===== src/design/ocfb_pkg.sv =====
// ----------------------------------------------------------------------------
// ocfb_pkg
// Types, codes and size constants shared by the OLED command/frame store core.
// ----------------------------------------------------------------------------
package ocfb_pkg;

  localparam int COLUMNS_DEF        = 132;
  localparam int PAGES_DEF          = 8;
  localparam int VISIBLE_WIDTH_DEF  = 96;
  localparam int VISIBLE_HEIGHT_DEF = 16;
  localparam int COLUMN_OFFSET_DEF  = 36;
  localparam int QUEUE_DEPTH_DEF    = 4;

  // address field sized for the largest store (255 columns x 8 pages)
  localparam int FB_ADDR_W = $clog2(255 * 8);

  localparam logic [2:0] OP_BUS_BYTE   = 3'd0;
  localparam logic [2:0] OP_BUS_FINISH = 3'd1;
  localparam logic [2:0] OP_READ_PIXEL = 3'd2;
  localparam logic [2:0] OP_FRAME_TAKEN = 3'd3;
  localparam logic [2:0] OP_INVALIDATE = 3'd4;

  localparam logic [1:0] LINK_IDLE = 2'd0;
  localparam logic [1:0] LINK_DATA = 2'd1;
  localparam logic [1:0] LINK_CMD  = 2'd2;

  localparam logic [7:0] CTRL_CMD  = 8'h80;
  localparam logic [7:0] CTRL_DATA = 8'h40;

  localparam logic [7:0] CMD_COL_LO_FIRST  = 8'h00;
  localparam logic [7:0] CMD_COL_LO_LAST   = 8'h0f;
  localparam logic [7:0] CMD_COL_HI_FIRST  = 8'h10;
  localparam logic [7:0] CMD_COL_HI_LAST   = 8'h20;
  localparam logic [7:0] CMD_START_FIRST   = 8'h40;
  localparam logic [7:0] CMD_START_LAST    = 8'h7f;
  localparam logic [7:0] CMD_PAGE_FIRST    = 8'hb0;
  localparam logic [7:0] CMD_PAGE_LAST     = 8'hbf;
  localparam logic [7:0] CMD_SCAN_FIRST    = 8'hc0;
  localparam logic [7:0] CMD_SCAN_LAST     = 8'hc8;

  localparam logic [7:0] CMD_CONTRAST      = 8'h81;
  localparam logic [7:0] CMD_MUX_RATIO     = 8'ha8;
  localparam logic [7:0] CMD_DCDC          = 8'had;
  localparam logic [7:0] CMD_DISP_OFFSET   = 8'hd3;
  localparam logic [7:0] CMD_CLOCK_DIV     = 8'hd5;
  localparam logic [7:0] CMD_AREA_COLOR    = 8'hd8;
  localparam logic [7:0] CMD_PRECHARGE     = 8'hd9;
  localparam logic [7:0] CMD_COLOR_MODE    = 8'hda;
  localparam logic [7:0] CMD_COM_PINS      = 8'hdb;
  localparam logic [7:0] CMD_MIRROR_OFF    = 8'ha0;
  localparam logic [7:0] CMD_MIRROR_ON     = 8'ha1;
  localparam logic [7:0] CMD_ALL_ON_OFF    = 8'ha4;
  localparam logic [7:0] CMD_ALL_ON_ON     = 8'ha5;
  localparam logic [7:0] CMD_NORMAL        = 8'ha6;
  localparam logic [7:0] CMD_INVERSE       = 8'ha7;
  localparam logic [7:0] CMD_DISP_OFF      = 8'hae;
  localparam logic [7:0] CMD_DISP_ON       = 8'haf;
  localparam logic [7:0] CMD_NOP           = 8'he3;

  typedef struct packed {
    logic [2:0] opcode;
    logic [7:0] byte_value;
    logic [6:0] pixel_x;
    logic [3:0] pixel_y;
  } in_word_t;

  typedef struct packed {
    logic       pixel_on;
    logic       redraw_pending;
    logic       protocol_error;
    logic [1:0] link_mode;
    logic       display_enabled;
    logic       mirror_on;
  } out_word_t;

  typedef struct packed {
    logic                 mem_we;
    logic                 mem_re;
    logic                 force_on;
    logic                 invert;
    logic [FB_ADDR_W-1:0] addr;
    logic [7:0]           wdata;
    logic [2:0]           bit_sel;
    logic                 dirty;
    logic                 err;
    logic [1:0]           link;
    logic                 enable;
    logic                 mirror;
  } fb_entry_t;

endpackage


===== src/design/ocfb_stream_if.sv =====
// ----------------------------------------------------------------------------
// ocfb_stream_if
// Valid/ready channel carrying one word of a given payload type.
// ----------------------------------------------------------------------------
interface ocfb_stream_if #(
  parameter type payload_t = logic
);
  logic     valid;
  logic     ready;
  payload_t payload;

  modport source (output valid, output payload, input ready);
  modport sink (input valid, input payload, output ready);
endinterface


===== src/design/ocfb_front.sv =====
// ----------------------------------------------------------------------------
// ocfb_front
// Accepts words, runs the link/command decoder and builds store requests.
// ----------------------------------------------------------------------------
module ocfb_front #(
  parameter int COLUMNS        = ocfb_pkg::COLUMNS_DEF,
  parameter int PAGES          = ocfb_pkg::PAGES_DEF,
  parameter int VISIBLE_WIDTH  = ocfb_pkg::VISIBLE_WIDTH_DEF,
  parameter int VISIBLE_HEIGHT = ocfb_pkg::VISIBLE_HEIGHT_DEF,
  parameter int COLUMN_OFFSET  = ocfb_pkg::COLUMN_OFFSET_DEF
) (
  input  logic                clk,
  input  logic                rst_n,
  ocfb_stream_if.sink         in_chan,
  input  logic                store_ready,
  input  logic                q_full,
  output logic                q_push,
  output ocfb_pkg::fb_entry_t q_entry
);
  import ocfb_pkg::*;

  logic [7:0] col_ptr_r, col_ptr_nxt;
  logic [2:0] page_ptr_r, page_ptr_nxt;
  logic [1:0] link_r, link_nxt;
  logic       skip_r, skip_nxt;
  logic       mirror_r, mirror_nxt;
  logic       entire_r, entire_nxt;
  logic       enable_r, enable_nxt;
  logic       inverse_r, inverse_nxt;
  logic       dirty_r, dirty_nxt;

  in_word_t   word;
  logic       accept;
  logic       err;
  logic [8:0] pix_col;
  logic [2:0] pix_page;
  logic       pix_in_window;

  assign word           = in_chan.payload;
  assign in_chan.ready  = store_ready && !q_full;
  assign accept         = in_chan.valid && in_chan.ready;
  assign q_push         = accept;

  assign pix_col  = {2'b00, word.pixel_x} + 9'(COLUMN_OFFSET);
  assign pix_page = {2'b00, word.pixel_y[3]};
  assign pix_in_window = ({1'b0, word.pixel_x} < 8'(VISIBLE_WIDTH)) &&
                         ({3'b000, word.pixel_y} < 7'(VISIBLE_HEIGHT)) &&
                         ({1'b0, pix_page} < 4'(PAGES)) &&
                         (pix_col < 9'(COLUMNS));

  always_comb begin
    col_ptr_nxt  = col_ptr_r;
    page_ptr_nxt = page_ptr_r;
    link_nxt     = link_r;
    skip_nxt     = skip_r;
    mirror_nxt   = mirror_r;
    entire_nxt   = entire_r;
    enable_nxt   = enable_r;
    inverse_nxt  = inverse_r;
    dirty_nxt    = dirty_r;
    err          = 1'b0;
    q_entry      = '0;
    q_entry.wdata = word.byte_value;

    case (word.opcode)
      OP_BUS_BYTE: begin
        if (link_r == LINK_DATA) begin
          if ((col_ptr_r < 8'(COLUMNS)) && ({1'b0, page_ptr_r} < 4'(PAGES))) begin
            q_entry.mem_we = 1'b1;
            q_entry.addr   = FB_ADDR_W'(page_ptr_r) * FB_ADDR_W'(COLUMNS) +
                             FB_ADDR_W'(col_ptr_r);
            col_ptr_nxt    = col_ptr_r + 8'd1;
            dirty_nxt      = 1'b1;
          end
        end else if (link_r == LINK_CMD) begin
          if (skip_r) begin
            skip_nxt = 1'b0;
          end else begin
            link_nxt = LINK_IDLE;
            if (word.byte_value inside {[CMD_COL_LO_FIRST:CMD_COL_LO_LAST]}) begin
              col_ptr_nxt = {col_ptr_r[7:4], word.byte_value[3:0]};
            end else if (word.byte_value inside {[CMD_COL_HI_FIRST:CMD_COL_HI_LAST]}) begin
              col_ptr_nxt = {word.byte_value[3:0], col_ptr_r[3:0]};
            end else if (word.byte_value inside {[CMD_START_FIRST:CMD_START_LAST]}) begin
              // start line stays zero
            end else if (word.byte_value inside {[CMD_PAGE_FIRST:CMD_PAGE_LAST]}) begin
              page_ptr_nxt = word.byte_value[2:0];
            end else if (word.byte_value inside {[CMD_SCAN_FIRST:CMD_SCAN_LAST]}) begin
              // scan direction ignored
            end else begin
              case (word.byte_value)
                CMD_CONTRAST, CMD_MUX_RATIO, CMD_DCDC, CMD_DISP_OFFSET,
                CMD_CLOCK_DIV, CMD_AREA_COLOR, CMD_PRECHARGE, CMD_COLOR_MODE,
                CMD_COM_PINS: begin
                  skip_nxt = 1'b1;
                end
                CMD_MIRROR_OFF: mirror_nxt  = 1'b0;
                CMD_MIRROR_ON:  mirror_nxt  = 1'b1;
                CMD_ALL_ON_OFF: entire_nxt  = 1'b0;
                CMD_ALL_ON_ON:  entire_nxt  = 1'b1;
                CMD_NORMAL:     inverse_nxt = 1'b0;
                CMD_INVERSE:    inverse_nxt = 1'b1;
                CMD_DISP_OFF:   enable_nxt  = 1'b0;
                CMD_DISP_ON:    enable_nxt  = 1'b1;
                CMD_NOP: begin
                end
                default: err = 1'b1;
              endcase
            end
          end
        end else begin
          if (word.byte_value == CTRL_CMD) begin
            link_nxt = LINK_CMD;
          end else if (word.byte_value == CTRL_DATA) begin
            link_nxt = LINK_DATA;
          end else begin
            err = 1'b1;
          end
        end
      end
      OP_BUS_FINISH: begin
        link_nxt = LINK_IDLE;
      end
      OP_READ_PIXEL: begin
        if (pix_in_window) begin
          if (entire_r) begin
            q_entry.force_on = 1'b1;
          end else begin
            q_entry.mem_re  = 1'b1;
            q_entry.invert  = inverse_r;
            q_entry.bit_sel = word.pixel_y[2:0];
            q_entry.addr    = FB_ADDR_W'(pix_page) * FB_ADDR_W'(COLUMNS) +
                              FB_ADDR_W'(pix_col);
          end
        end
      end
      OP_FRAME_TAKEN: begin
        dirty_nxt = 1'b0;
      end
      OP_INVALIDATE: begin
        dirty_nxt = 1'b1;
      end
      default: begin
      end
    endcase

    q_entry.dirty  = dirty_nxt;
    q_entry.err    = err;
    q_entry.link   = link_nxt;
    q_entry.enable = enable_nxt;
    q_entry.mirror = mirror_nxt;
  end

  always_ff @(posedge clk) begin
    if (!rst_n) begin
      col_ptr_r  <= '0;
      page_ptr_r <= '0;
      link_r     <= LINK_IDLE;
      skip_r     <= 1'b0;
      mirror_r   <= 1'b0;
      entire_r   <= 1'b0;
      enable_r   <= 1'b0;
      inverse_r  <= 1'b0;
      dirty_r    <= 1'b0;
    end else if (accept) begin
      col_ptr_r  <= col_ptr_nxt;
      page_ptr_r <= page_ptr_nxt;
      link_r     <= link_nxt;
      skip_r     <= skip_nxt;
      mirror_r   <= mirror_nxt;
      entire_r   <= entire_nxt;
      enable_r   <= enable_nxt;
      inverse_r  <= inverse_nxt;
      dirty_r    <= dirty_nxt;
    end
  end

endmodule


===== src/design/ocfb_queue.sv =====
// ----------------------------------------------------------------------------
// ocfb_queue
// Short request queue between the decoder and the frame store side.
// ----------------------------------------------------------------------------
module ocfb_queue #(
  parameter int QUEUE_DEPTH = ocfb_pkg::QUEUE_DEPTH_DEF
) (
  input  logic                clk,
  input  logic                rst_n,
  input  logic                push,
  input  ocfb_pkg::fb_entry_t push_entry,
  input  logic                pop,
  output ocfb_pkg::fb_entry_t head_entry,
  output logic                empty,
  output logic                full
);
  import ocfb_pkg::*;

  localparam int PTR_W = (QUEUE_DEPTH > 1) ? $clog2(QUEUE_DEPTH) : 1;
  localparam int CNT_W = $clog2(QUEUE_DEPTH + 1);

  fb_entry_t        slot_r [QUEUE_DEPTH];
  logic [PTR_W-1:0] wr_ptr_r, wr_ptr_nxt;
  logic [PTR_W-1:0] rd_ptr_r, rd_ptr_nxt;
  logic [CNT_W-1:0] count_r, count_nxt;
  logic             do_push;
  logic             do_pop;

  assign empty      = (count_r == '0);
  assign full       = (count_r == CNT_W'(QUEUE_DEPTH));
  assign do_push    = push && !full;
  assign do_pop     = pop && !empty;
  assign head_entry = slot_r[rd_ptr_r];

  always_comb begin
    wr_ptr_nxt = wr_ptr_r;
    rd_ptr_nxt = rd_ptr_r;
    count_nxt  = count_r;
    if (do_push) begin
      wr_ptr_nxt = (wr_ptr_r == PTR_W'(QUEUE_DEPTH - 1)) ? '0 : wr_ptr_r + PTR_W'(1);
    end
    if (do_pop) begin
      rd_ptr_nxt = (rd_ptr_r == PTR_W'(QUEUE_DEPTH - 1)) ? '0 : rd_ptr_r + PTR_W'(1);
    end
    case ({do_push, do_pop})
      2'b10:   count_nxt = count_r + CNT_W'(1);
      2'b01:   count_nxt = count_r - CNT_W'(1);
      default: count_nxt = count_r;
    endcase
  end

  always_ff @(posedge clk) begin
    if (do_push) begin
      slot_r[wr_ptr_r] <= push_entry;
    end
  end

  always_ff @(posedge clk) begin
    if (!rst_n) begin
      wr_ptr_r <= '0;
      rd_ptr_r <= '0;
      count_r  <= '0;
    end else begin
      wr_ptr_r <= wr_ptr_nxt;
      rd_ptr_r <= rd_ptr_nxt;
      count_r  <= count_nxt;
    end
  end

endmodule


===== src/design/ocfb_back.sv =====
// ----------------------------------------------------------------------------
// ocfb_back
// Frame store memory with clearing pass, request execution and result word.
// ----------------------------------------------------------------------------
module ocfb_back #(
  parameter int COLUMNS = ocfb_pkg::COLUMNS_DEF,
  parameter int PAGES   = ocfb_pkg::PAGES_DEF
) (
  input  logic                clk,
  input  logic                rst_n,
  input  ocfb_pkg::fb_entry_t head_entry,
  input  logic                q_empty,
  output logic                q_pop,
  output logic                store_ready,
  ocfb_stream_if.source       out_chan
);
  import ocfb_pkg::*;

  localparam int MEM_DEPTH = COLUMNS * PAGES;
  localparam int AW        = $clog2(MEM_DEPTH);

  logic [7:0]    fb_mem_r [MEM_DEPTH];
  logic          clearing_r;
  logic [AW-1:0] clr_addr_r;
  logic [7:0]    rd_data_r;
  fb_entry_t     out_entry_r;
  logic          out_valid_r;
  out_word_t     result;

  assign store_ready = !clearing_r;
  assign q_pop       = !clearing_r && !q_empty && (!out_valid_r || out_chan.ready);

  always_ff @(posedge clk) begin
    if (clearing_r) begin
      fb_mem_r[clr_addr_r] <= '0;
    end else if (q_pop && head_entry.mem_we) begin
      fb_mem_r[head_entry.addr[AW-1:0]] <= head_entry.wdata;
    end
    if (q_pop && head_entry.mem_re) begin
      rd_data_r <= fb_mem_r[head_entry.addr[AW-1:0]];
    end
    if (q_pop) begin
      out_entry_r <= head_entry;
    end
  end

  always_ff @(posedge clk) begin
    if (!rst_n) begin
      clearing_r  <= 1'b1;
      clr_addr_r  <= '0;
      out_valid_r <= 1'b0;
    end else begin
      if (clearing_r) begin
        if (clr_addr_r == AW'(MEM_DEPTH - 1)) begin
          clearing_r <= 1'b0;
        end else begin
          clr_addr_r <= clr_addr_r + AW'(1);
        end
      end
      if (q_pop) begin
        out_valid_r <= 1'b1;
      end else if (out_chan.ready) begin
        out_valid_r <= 1'b0;
      end
    end
  end

  always_comb begin
    result.pixel_on        = out_entry_r.mem_re ?
                             (rd_data_r[out_entry_r.bit_sel] ^ out_entry_r.invert) :
                             out_entry_r.force_on;
    result.redraw_pending  = out_entry_r.dirty;
    result.protocol_error  = out_entry_r.err;
    result.link_mode       = out_entry_r.link;
    result.display_enabled = out_entry_r.enable;
    result.mirror_on       = out_entry_r.mirror;
  end

  assign out_chan.valid   = out_valid_r;
  assign out_chan.payload = result;

endmodule


===== src/design/oled_i2c_command_framebuffer_core.sv =====
// ----------------------------------------------------------------------------
// oled_i2c_command_framebuffer_core
// Page-mode OLED controller: bus byte decoder, request queue, frame store.
// ----------------------------------------------------------------------------
// result path: an accepted word is written into a queue slot, then popped into the
//   result registers; the pop waits while a held result sees out_chan.ready low
// throughput: one word per cycle, unless the queue is full or the store is clearing
// reset: synchronous; afterwards a clearing pass over all COLUMNS*PAGES addresses
//   (1056 by default) zeroes the frame store while in_chan.ready stays low
module oled_i2c_command_framebuffer_core #(
  parameter int COLUMNS        = ocfb_pkg::COLUMNS_DEF,
  parameter int PAGES          = ocfb_pkg::PAGES_DEF,
  parameter int VISIBLE_WIDTH  = ocfb_pkg::VISIBLE_WIDTH_DEF,
  parameter int VISIBLE_HEIGHT = ocfb_pkg::VISIBLE_HEIGHT_DEF,
  parameter int COLUMN_OFFSET  = ocfb_pkg::COLUMN_OFFSET_DEF,
  parameter int QUEUE_DEPTH    = ocfb_pkg::QUEUE_DEPTH_DEF
) (
  input  logic          clk,
  input  logic          rst_n,
  ocfb_stream_if.sink   in_chan,
  ocfb_stream_if.source out_chan
);
  import ocfb_pkg::*;

  fb_entry_t push_entry;
  fb_entry_t head_entry;
  logic      q_push;
  logic      q_pop;
  logic      q_empty;
  logic      q_full;
  logic      store_ready;

  ocfb_front #(
    .COLUMNS        (COLUMNS),
    .PAGES          (PAGES),
    .VISIBLE_WIDTH  (VISIBLE_WIDTH),
    .VISIBLE_HEIGHT (VISIBLE_HEIGHT),
    .COLUMN_OFFSET  (COLUMN_OFFSET)
  ) u_front (
    .clk         (clk),
    .rst_n       (rst_n),
    .in_chan     (in_chan),
    .store_ready (store_ready),
    .q_full      (q_full),
    .q_push      (q_push),
    .q_entry     (push_entry)
  );

  ocfb_queue #(
    .QUEUE_DEPTH (QUEUE_DEPTH)
  ) u_queue (
    .clk        (clk),
    .rst_n      (rst_n),
    .push       (q_push),
    .push_entry (push_entry),
    .pop        (q_pop),
    .head_entry (head_entry),
    .empty      (q_empty),
    .full       (q_full)
  );

  ocfb_back #(
    .COLUMNS (COLUMNS),
    .PAGES   (PAGES)
  ) u_back (
    .clk         (clk),
    .rst_n       (rst_n),
    .head_entry  (head_entry),
    .q_empty     (q_empty),
    .q_pop       (q_pop),
    .store_ready (store_ready),
    .out_chan    (out_chan)
  );

endmodule

===== src/flat_wrapper.sv =====
// flat-port wrapper written by rule: the top's interface ports become plain ports
module oled_i2c_command_framebuffer_core_flat import ocfb_pkg::*;
#(
  parameter int COLUMNS        = ocfb_pkg::COLUMNS_DEF,
  parameter int PAGES          = ocfb_pkg::PAGES_DEF,
  parameter int VISIBLE_WIDTH  = ocfb_pkg::VISIBLE_WIDTH_DEF,
  parameter int VISIBLE_HEIGHT = ocfb_pkg::VISIBLE_HEIGHT_DEF,
  parameter int COLUMN_OFFSET  = ocfb_pkg::COLUMN_OFFSET_DEF,
  parameter int QUEUE_DEPTH    = ocfb_pkg::QUEUE_DEPTH_DEF
)
  (clk, rst_n, in_chan_valid, in_chan_payload, in_chan_ready, out_chan_valid, out_chan_payload, out_chan_ready);
  ocfb_stream_if in_chan_i ();
  ocfb_stream_if out_chan_i ();
  input  logic clk;
  input  logic rst_n;
  input wire logic [$bits(in_chan_i.valid)-1:0] in_chan_valid;
  input wire logic [$bits(in_chan_i.payload)-1:0] in_chan_payload;
  output wire logic [$bits(in_chan_i.ready)-1:0] in_chan_ready;
  output wire logic [$bits(out_chan_i.valid)-1:0] out_chan_valid;
  output wire logic [$bits(out_chan_i.payload)-1:0] out_chan_payload;
  input wire logic [$bits(out_chan_i.ready)-1:0] out_chan_ready;
  assign in_chan_i.valid = in_chan_valid;
  assign in_chan_i.payload = in_chan_payload;
  assign in_chan_ready = in_chan_i.ready;
  assign out_chan_valid = out_chan_i.valid;
  assign out_chan_payload = out_chan_i.payload;
  assign out_chan_i.ready = out_chan_ready;
  oled_i2c_command_framebuffer_core #(.COLUMNS(COLUMNS), .PAGES(PAGES), .VISIBLE_WIDTH(VISIBLE_WIDTH), .VISIBLE_HEIGHT(VISIBLE_HEIGHT), .COLUMN_OFFSET(COLUMN_OFFSET), .QUEUE_DEPTH(QUEUE_DEPTH)) u_core (.clk(clk), .rst_n(rst_n), .in_chan(in_chan_i), .out_chan(out_chan_i));
endmodule

===== config.mk =====
export PLATFORM = sky130hd
export DESIGN_NAME = oled_i2c_command_framebuffer_core_flat
export DESIGN_NICKNAME = d
export VERILOG_FILES = /design/src/design/ocfb_pkg.sv /design/src/design/ocfb_stream_if.sv /design/src/design/ocfb_front.sv /design/src/design/ocfb_queue.sv /design/src/design/ocfb_back.sv /design/src/design/oled_i2c_command_framebuffer_core.sv /design/src/flat_wrapper.sv
export SDC_FILE = /design/constraint.sdc
export NUM_CORES = 1
export LEC_CHECK = 0
export BUFFER_PORTS_ARGS = -buffer_cell sky130_fd_sc_hd__buf_2
export CORE_UTILIZATION = 55
export DETAILED_ROUTE_END_ITERATION = 7
export PLACE_DENSITY = 0.83
export SLEW_MARGIN = 0
export SYNTH_ARGS = -nofsm -noshare
export SYNTH_HDL_FRONTEND = slang
export SYNTH_SLANG_ARGS = --single-unit
export TNS_END_PERCENT = 50

===== constraint.sdc =====
create_clock -name clk -period 2.35 [get_ports clk]
set_input_delay 0.1175 -clock clk [delete_from_list [all_inputs] [get_ports clk]]
set_output_delay 0.1175 -clock clk [all_outputs]
set_load 0.1 [all_outputs]

==> run summary, run 1 <==
## Route
* **Total Routed Length** 1320 um
* **initial detailed-routing violation count** 4
* **number of iterations in the first detailed-routing pass** 4
* **WL/cell** 12.1 um
* **routed via count divided by cell count** 5.61
* **routed via count** 612
* **# DRC** 0
* **antenna-violating nets left** 0

## STA
* **setup repair after global routing missed its margin** no
* **Min Clock Period, post-route** 2.07 ns
* **highest attainable clock frequency** 0.482 GHz
* **max-slew violations** 0
* **final worst path period share** 88.3%
* **number of endpoints failing setup at the final stage** 0
* **Clock Skew** 0.00365 ns
* **final hold violation count** 0
* **Setup TNS** 0 ns
* **worst slack on hold paths** 0.139 ns

## Pwr
* **net switching component of the power** 0.0000995 W
* **VDD IR-drop max** 0.312 mV
* **static leakage** 0.339 nW
* **switching fraction of total power** 22.5%
* **share of total power in sequential cells** 63.3%
* **combinational share of power** 5.4%
* **power consumption** 0.000442 W
* **Clock Power Share** 31.4%
* **Power Dens Cells** 500 mW/mm2
* **internal power of the cells** 0.000343 W

## Setup path
* **Crit Path Max Fanout** 4
* **start of the worst register-to-register path** u_core.u_queue.count_r[2]$_SDFFE_PN0P_
* **worst setup path startpoint** u_core.u_queue.count_r[2]$_SDFFE_PN0P_
* **Critical Path End** u_core.u_queue.count_r[2]$_SDFFE_PN0P_
* **Critical Path Max Stage Delay** 0.42 ns
* **worst-path cell chain** nor3_1, nor3_1, ha_1, inv_1, fa_1, xor2_1, or3_1, a21boi_0
* **arrival time at the worst endpoint** 2.29 ns
* **most used cell along the critical path** nor3_1
* **depth of the worst register-to-register path** 8
* **type of the setup path with the least slack** reg -> reg
* **crit path capture type** register
* **worst path required time** 2.56 ns
* **Critical R2R Capture** u_core.u_queue.count_r[2]$_SDFFE_PN0P_
* **critical path's slowest cell** dfxtp_1
* **FF-to-FF setup slack** 0.28 ns
* **kind of launch point of the worst setup path** register

## Floorplan
* **Floorplan Core Area** 0.00135 mm2
* **die width** 40.6 um
* **Chip Height** 40.6 um
* **Total Die Area** 0.00165 mm2
* **row cnt** 13
* **I/O pin count** 8
* **initial core utilization** 60.8%

## Clock network
* **number of hold-repair buffers added at the cts stage** 0
* **clock tree from TritonCTS** built
* **number of levels the H-tree was split into** 1
* **maximum number of buffers from clock root to sink** 2
* **number of gates resized after cts** 0
* **Worst-path clk slew** 0.08 ns
* **clk_lat worst skew** 0.28 ns
* **library cell used as clock root buffer** clkbuf_4
* **CTS Buf Count** 3
* **number of clock sinks seen by CTS** 16
* **number of setup buffers added after CTS** 0

## Global route
* **overall routing resource usage** 20.6%
* **via count of the first global-routing pass** 503
* **remaining global-route overflow** 0
* **pin count of the biggest net entering global routing** 20
* **antenna violations before repair** 0
* **global-route wire length before repair** 2170 um

## Finish
* **non-filler cells, final** 109
* **total of fill cells in the finished design** 119
* **number of diodes added for antenna fixing** 0
* **relative area change from synthesis to final layout** 7.62%
* **final layout net count** 104
* **share of layout cells above drive strength 1** 14.9%
* **Multi-input gate area** 477 um2
* **post-route cell area** 883 um2
* **FF/Latch Area** 322 um2

## Synth
* **FFs w/ async S/R, synth** 0%
* **Area contributors post-synth** dfxtp_1, and2_1, xnor2_1
* **top cell type's share of synthesized area** 39.0%
* **average cell area after synthesis** 9.12 um2
* **EDFF count, synth** 0
* **Post-Synthesis Cells** 90
* **library cell with the highest instance count after synthesis** dfxtp_1
* **cell type with the largest total area after synthesis** dfxtp_1
* **cell area after technology mapping** 821 um2
* **flip-flop cell with the highest count after synthesis** dfxtp_1
* **count of state elements after synthesis** 16
* **top cells by instance count after synthesis** dfxtp_1, and2_1, nand2_1
* **portion of the post-synthesis area used by sequential elements** 39.0%
* **Cell variety after synth** 34
* **Yosys warnings** 0
* **post-synth net total** 98

## Status
* **run status** complete, no violations

## Placed design
* **cell count after placement** 106
* **weighted congestion at the end of routability-driven global placement** 0.752
* **HPWL reported at the end of detailed placement** 976 um
* **# port buffers** 5
* **cell area reported after detailed placement** 861 um2

## Run
* **Max-cap violations** 0

## Min path
* **Hold Crit Class** in -> reg

## critical path: cells and delay by family, from the launching register on
family	cells	cell delay (ns)
AOI/OAI and AO/OA	1	0.15
adders and majority gates	2	0.63
xor gates and xnor gates	1	0.15
buffers and inverters	1	0.07
and+or+nand+nor	3	0.58
DFF	1	0.42
## cell families (layout without fill, tap and decap cells)
kind of cell | count (synthesis) | count (layout) | synth area share [%]
simple gates | 39 | 39 | 27.6
flops | 16 | 16 | 39.0
compound gates | 11 | 11 | 10.7
xor+xnor | 9 | 9 | 9.60
buf+inv | 9 | 13 | 4.73
fa+ha+maj | 3 | 3 | 5.49
mux | 2 | 2 | 2.44
other cells | 1 | 1 | 0.457
## stage by stage
stage               worst slack [ns]  utilization (%)
floorplan                      0.124                -
global placement               0.319             63.8
detailed placement             0.280             63.8
CTS                            0.253             65.4
global route                  0.0454             65.4
finish                         0.276             65.4
## state kept, by name (all words and copies together) (netlist names)
name                          flops
u_core.u_back.clr_addr_r         11
u_core.u_queue.count_r            3
u_core.u_back.clearing_r          1
u_core.u_back.out_chan.valid      1
## how the worst min path moves through the flow
| stage | to | slack (ns) | cells past startpoint | startpoint |
|---|---|---|---|---|
| after global routing | u_core.u_back.out_chan.valid$_SDFFE_PN0P_ | 0.15 | 3 | out_chan_ready |
| after global placement | u_core.u_back.clearing_r$_SDFF_PN1_ | 0.43 | 2 | rst_n |
| after CTS | u_core.u_back.out_chan.valid$_SDFFE_PN0P_ | 0.14 | 3 | out_chan_ready |
| after detailed placement | u_core.u_back.clearing_r$_SDFF_PN1_ | 0.43 | 2 | rst_n |
| after floorplan | u_core.u_back.out_chan.valid$_SDFFE_PN0P_ | 0.34 | 2 | out_chan_ready |
| final | u_core.u_back.clearing_r$_SDFF_PN1_ | 0.14 | 2 | rst_n |
## power by group through the flow
stage	sequential, W	combinational (W)	clock [W]
after floorplan	0.000285	0.0000209	0
after global placement	0.000286	0.0000230	0
after detailed placement	0.000286	0.0000237	0
after CTS	0.000280	0.0000240	0.000144
after global routing	0.000281	0.0000267	0.000151
final	0.000280	0.0000238	0.000139
## final cells by class
| type | count | share of cell area, % |
|---|---|---|
| inverters | 5 | 2.12 |
| well taps | 15 | 2.12 |
| repair buffers | 5 | 2.83 |
| clock buffers | 3 | 2.55 |
| multi-input cells | 65 | 54.0 |
| flip-flops and latches | 16 | 36.4 |
## routing by layer
layer / track usage [%] / up-vias / part of all wire (%)
li1: - / 315 / -
met1: 29.0 / 287 / 52
met2: 27.0 / 8 / 43
met3: 9.78 / 2 / 3.8
met4: 7.50 / 0 / 1.1
met5: 0 / - / 0
## cells in the final DEF, fill, tap and decap left out, types with 2 or more instances in the layout
cell type	instances
dfxtp_1	15
nand2_1	8
and2_1	8
inv_1	5
xnor2_1	5
buf_2	5
nor3_1	4
o21ai_0	4
nand4_1	4
xor2_1	4
clkbuf_4	3
nor2b_1	2
nor2_1	2
nand2b_1	2
mux2i_1	2
nand3_1	2
ha_1	2
Power figures use the tool's default switching activity.
==> run 2: changes to the inputs <==
==> constraint.sdc (replaced) <==
create_clock -name clk -period 2.35 [get_ports clk]
set_input_delay 0 -clock clk [delete_from_list [all_inputs] [get_ports clk]]
set_output_delay 0 -clock clk [all_outputs]
set_load 0.1 [all_outputs]
==> run summary, run 2 (synthesized netlist as in run 1, its figures left out) <==
## Clock network
* **number of gates resized after cts** 0, unchanged
* **maximum number of buffers from clock root to sink** 2, unchanged
* **CTS Buf Count** 3, unchanged
* **number of levels the H-tree was split into** 1, unchanged
* **clk_lat worst skew** 0.29 ns, was 0.28 ns
* **Worst-path clk slew** 0.09 ns, was 0.08 ns
* **number of setup buffers added after CTS** 0, unchanged
* **library cell used as clock root buffer** clkbuf_4, unchanged
* **number of hold-repair buffers added at the cts stage** 0, unchanged
* **number of clock sinks seen by CTS** 16, unchanged
* **clock tree from TritonCTS** built, unchanged

## Pwr
* **static leakage** 0.346 nW, was 0.339 nW
* **power consumption** 0.000483 W, was 0.000442 W
* **VDD IR-drop max** 0.525 mV, was 0.312 mV
* **Power Dens Cells** 539 mW/mm2, was 500 mW/mm2

## Route
* **Total Routed Length** 1350 um, was 1320 um
* **initial detailed-routing violation count** 8, was 4
* **routed via count divided by cell count** 5.48, was 5.61
* **antenna-violating nets left** 0, unchanged
* **WL/cell** 12.2 um, was 12.1 um
* **number of iterations in the first detailed-routing pass** 4, unchanged
* **# DRC** 0, unchanged
* **routed via count** 603, was 612

## Min path
* **Min-Delay Startpoint** rst_n, unchanged
* **Hold Crit Class** in -> reg, unchanged
* **end of the worst hold path** u_core.u_back.clearing_r$_SDFF_PN1_, unchanged
* **number of instances on the worst hold path** 2, unchanged

## Floorplan
* **I/O pin count** 8, unchanged
* **Floorplan Core Area** 0.00135 mm2, unchanged
* **row cnt** 13, unchanged
* **Total Die Area** 0.00165 mm2, unchanged
* **initial core utilization** 60.8%, unchanged
* **Chip Height** 40.6 um, unchanged
* **die width** 40.6 um, unchanged

## Finish
* **top flop regs** u_core.u_back.clr_addr_r x11, u_core.u_queue.count_r x3, unchanged
* **commonest cells after routing, fill and taps aside** dfxtp_1, nand2_1, and2_1, unchanged
* **final layout net count** 104, unchanged
* **relative area change from synthesis to final layout** 9.30%, was 7.62%
* **most common library cell in the layout ignoring fill and taps** dfxtp_1, unchanged
* **share of layout cells above drive strength 1** 15.8%, was 14.9%
* **number of diodes added for antenna fixing** 0, unchanged
* **register bank with the most flops** u_core.u_back.clr_addr_r, unchanged
* **Largest register FFs** 11, unchanged

## Global route
* **remaining global-route overflow** 0, unchanged
* **global-route wire length before repair** 2080 um, was 2170 um
* **overall routing resource usage** 19.6%, was 20.6%
* **antenna violations before repair** 0, unchanged
* **pin count of the biggest net entering global routing** 20, unchanged
* **via count of the first global-routing pass** 466, was 503

## Setup path
* **Crit Path Max Fanout** 4, unchanged
* **worst-path cell chain** nor3_1, nor3_1, ha_1, inv_1, fa_1, xor2_1, or3_1, a21boi_0, unchanged
* **depth of the worst register-to-register path** 8, unchanged
* **FF-to-FF setup slack** 0.27 ns, was 0.28 ns
* **crit path capture type** register, unchanged
* **most used cell along the critical path** nor3_1, unchanged
* **critical path's slowest cell** dfxtp_1, unchanged
* **Critical Path Max Stage Delay** 0.42 ns, about the same
* **Critical R2R Capture** u_core.u_queue.count_r[2]$_SDFFE_PN0P_, unchanged
* **arrival time at the worst endpoint** 2.30 ns, was 2.29 ns
* **type of the setup path with the least slack** reg -> reg, unchanged
* **kind of launch point of the worst setup path** register, unchanged
* **start of the worst register-to-register path** u_core.u_queue.count_r[2]$_SDFFE_PN0P_, unchanged
* **worst path required time** 2.57 ns, was 2.56 ns

## Status
* **run status** complete, no violations, unchanged

## STA
* **max-slew violations** 0, unchanged
* **setup repair after global routing missed its margin** no, unchanged
* **highest attainable clock frequency** 0.481 GHz, was 0.482 GHz
* **final worst path period share** 88.5%, was 88.3%
* **final hold violation count** 0, unchanged
* **Min Clock Period, post-route** 2.08 ns, was 2.07 ns
* **Clock Skew** 0.00252 ns, was 0.00365 ns
* **number of endpoints failing setup at the final stage** 0, unchanged
* **Setup TNS** 0 ns, unchanged

## Placed design
* **HPWL reported at the end of detailed placement** 974 um, was 976 um
* **# port buffers** 5, unchanged
* **weighted congestion at the end of routability-driven global placement** 0.734, was 0.752

## Run
* **Max-cap violations** 0, unchanged

run 2: worst max path at each step:
stage / startpoint / end / slack [ns] / cells past startpoint
global route: u_core.u_queue.count_r[2]$_SDFFE_PN0P_ / u_core.u_queue.count_r[2]$_SDFFE_PN0P_ / 0.04 / 8
finish: u_core.u_queue.count_r[2]$_SDFFE_PN0P_ / u_core.u_queue.count_r[2]$_SDFFE_PN0P_ / 0.27 / 8
detailed placement: u_core.u_queue.count_r[2]$_SDFFE_PN0P_ / u_core.u_queue.count_r[2]$_SDFFE_PN0P_ / 0.28 / 8
global placement: u_core.u_queue.count_r[2]$_SDFFE_PN0P_ / u_core.u_queue.count_r[2]$_SDFFE_PN0P_ / 0.32 / 8
CTS: u_core.u_queue.count_r[2]$_SDFFE_PN0P_ / u_core.u_queue.count_r[2]$_SDFFE_PN0P_ / 0.25 / 8
floorplan: u_core.u_queue.count_r[0]$_SDFFE_PN0P_ / u_core.u_queue.count_r[2]$_SDFFE_PN0P_ / 0.12 / 9
run 2: worst max-delay path: cells and delay by family, from the launching register on:
family / cells / cell delay (ns)
adder cells (fa/ha/maj): 2 / 0.64
AND/OR/NAND/NOR: 3 / 0.59
flip-flops: 1 / 0.42
XOR/XNOR: 1 / 0.15
AO/OA/AOI/OAI: 1 / 0.15
buffers and inverters: 1 / 0.07
run 2: cell type report:
class	instances	area, um2
well taps	15	18.8
fillers	124	453
repair buffers	5	25.0
inverters	5	18.8
flip-flops and latches	16	322
clock buffers	4	36.3
multi-input cells	65	477
run 2: metrics by stage:
stage | util (%) | hold slack (ns) | setup WS [ns] | std cells | instance area [um2]
after detailed placement | 63.8 | 0.310 | 0.279 | 106 | 861
after floorplan | - | 0.225 | 0.124 | 90 | 837
after global placement | 63.8 | 0.309 | 0.319 | 106 | 861
after global routing | 66.5 | 0.0190 | 0.0442 | 110 | 897
after CTS | 66.5 | 0.0114 | 0.245 | 110 | 897
final | 66.5 | 0.0119 | 0.270 | 110 | 897
run 2: report_power, final:
group	internal [W]	switching, W
clock	0.0000944	0.0000857
sequential	0.000275	0.00000443
combinational	0.00000790	0.0000156
run 2: layer usage:
metal | wire length [um] | global-route usage [%]
met1 | 699 | 27.9
met2 | 590 | 27.0
met3 | 55 | 9.78
met4 | 0 | 2.50
met5 | 0 | 0
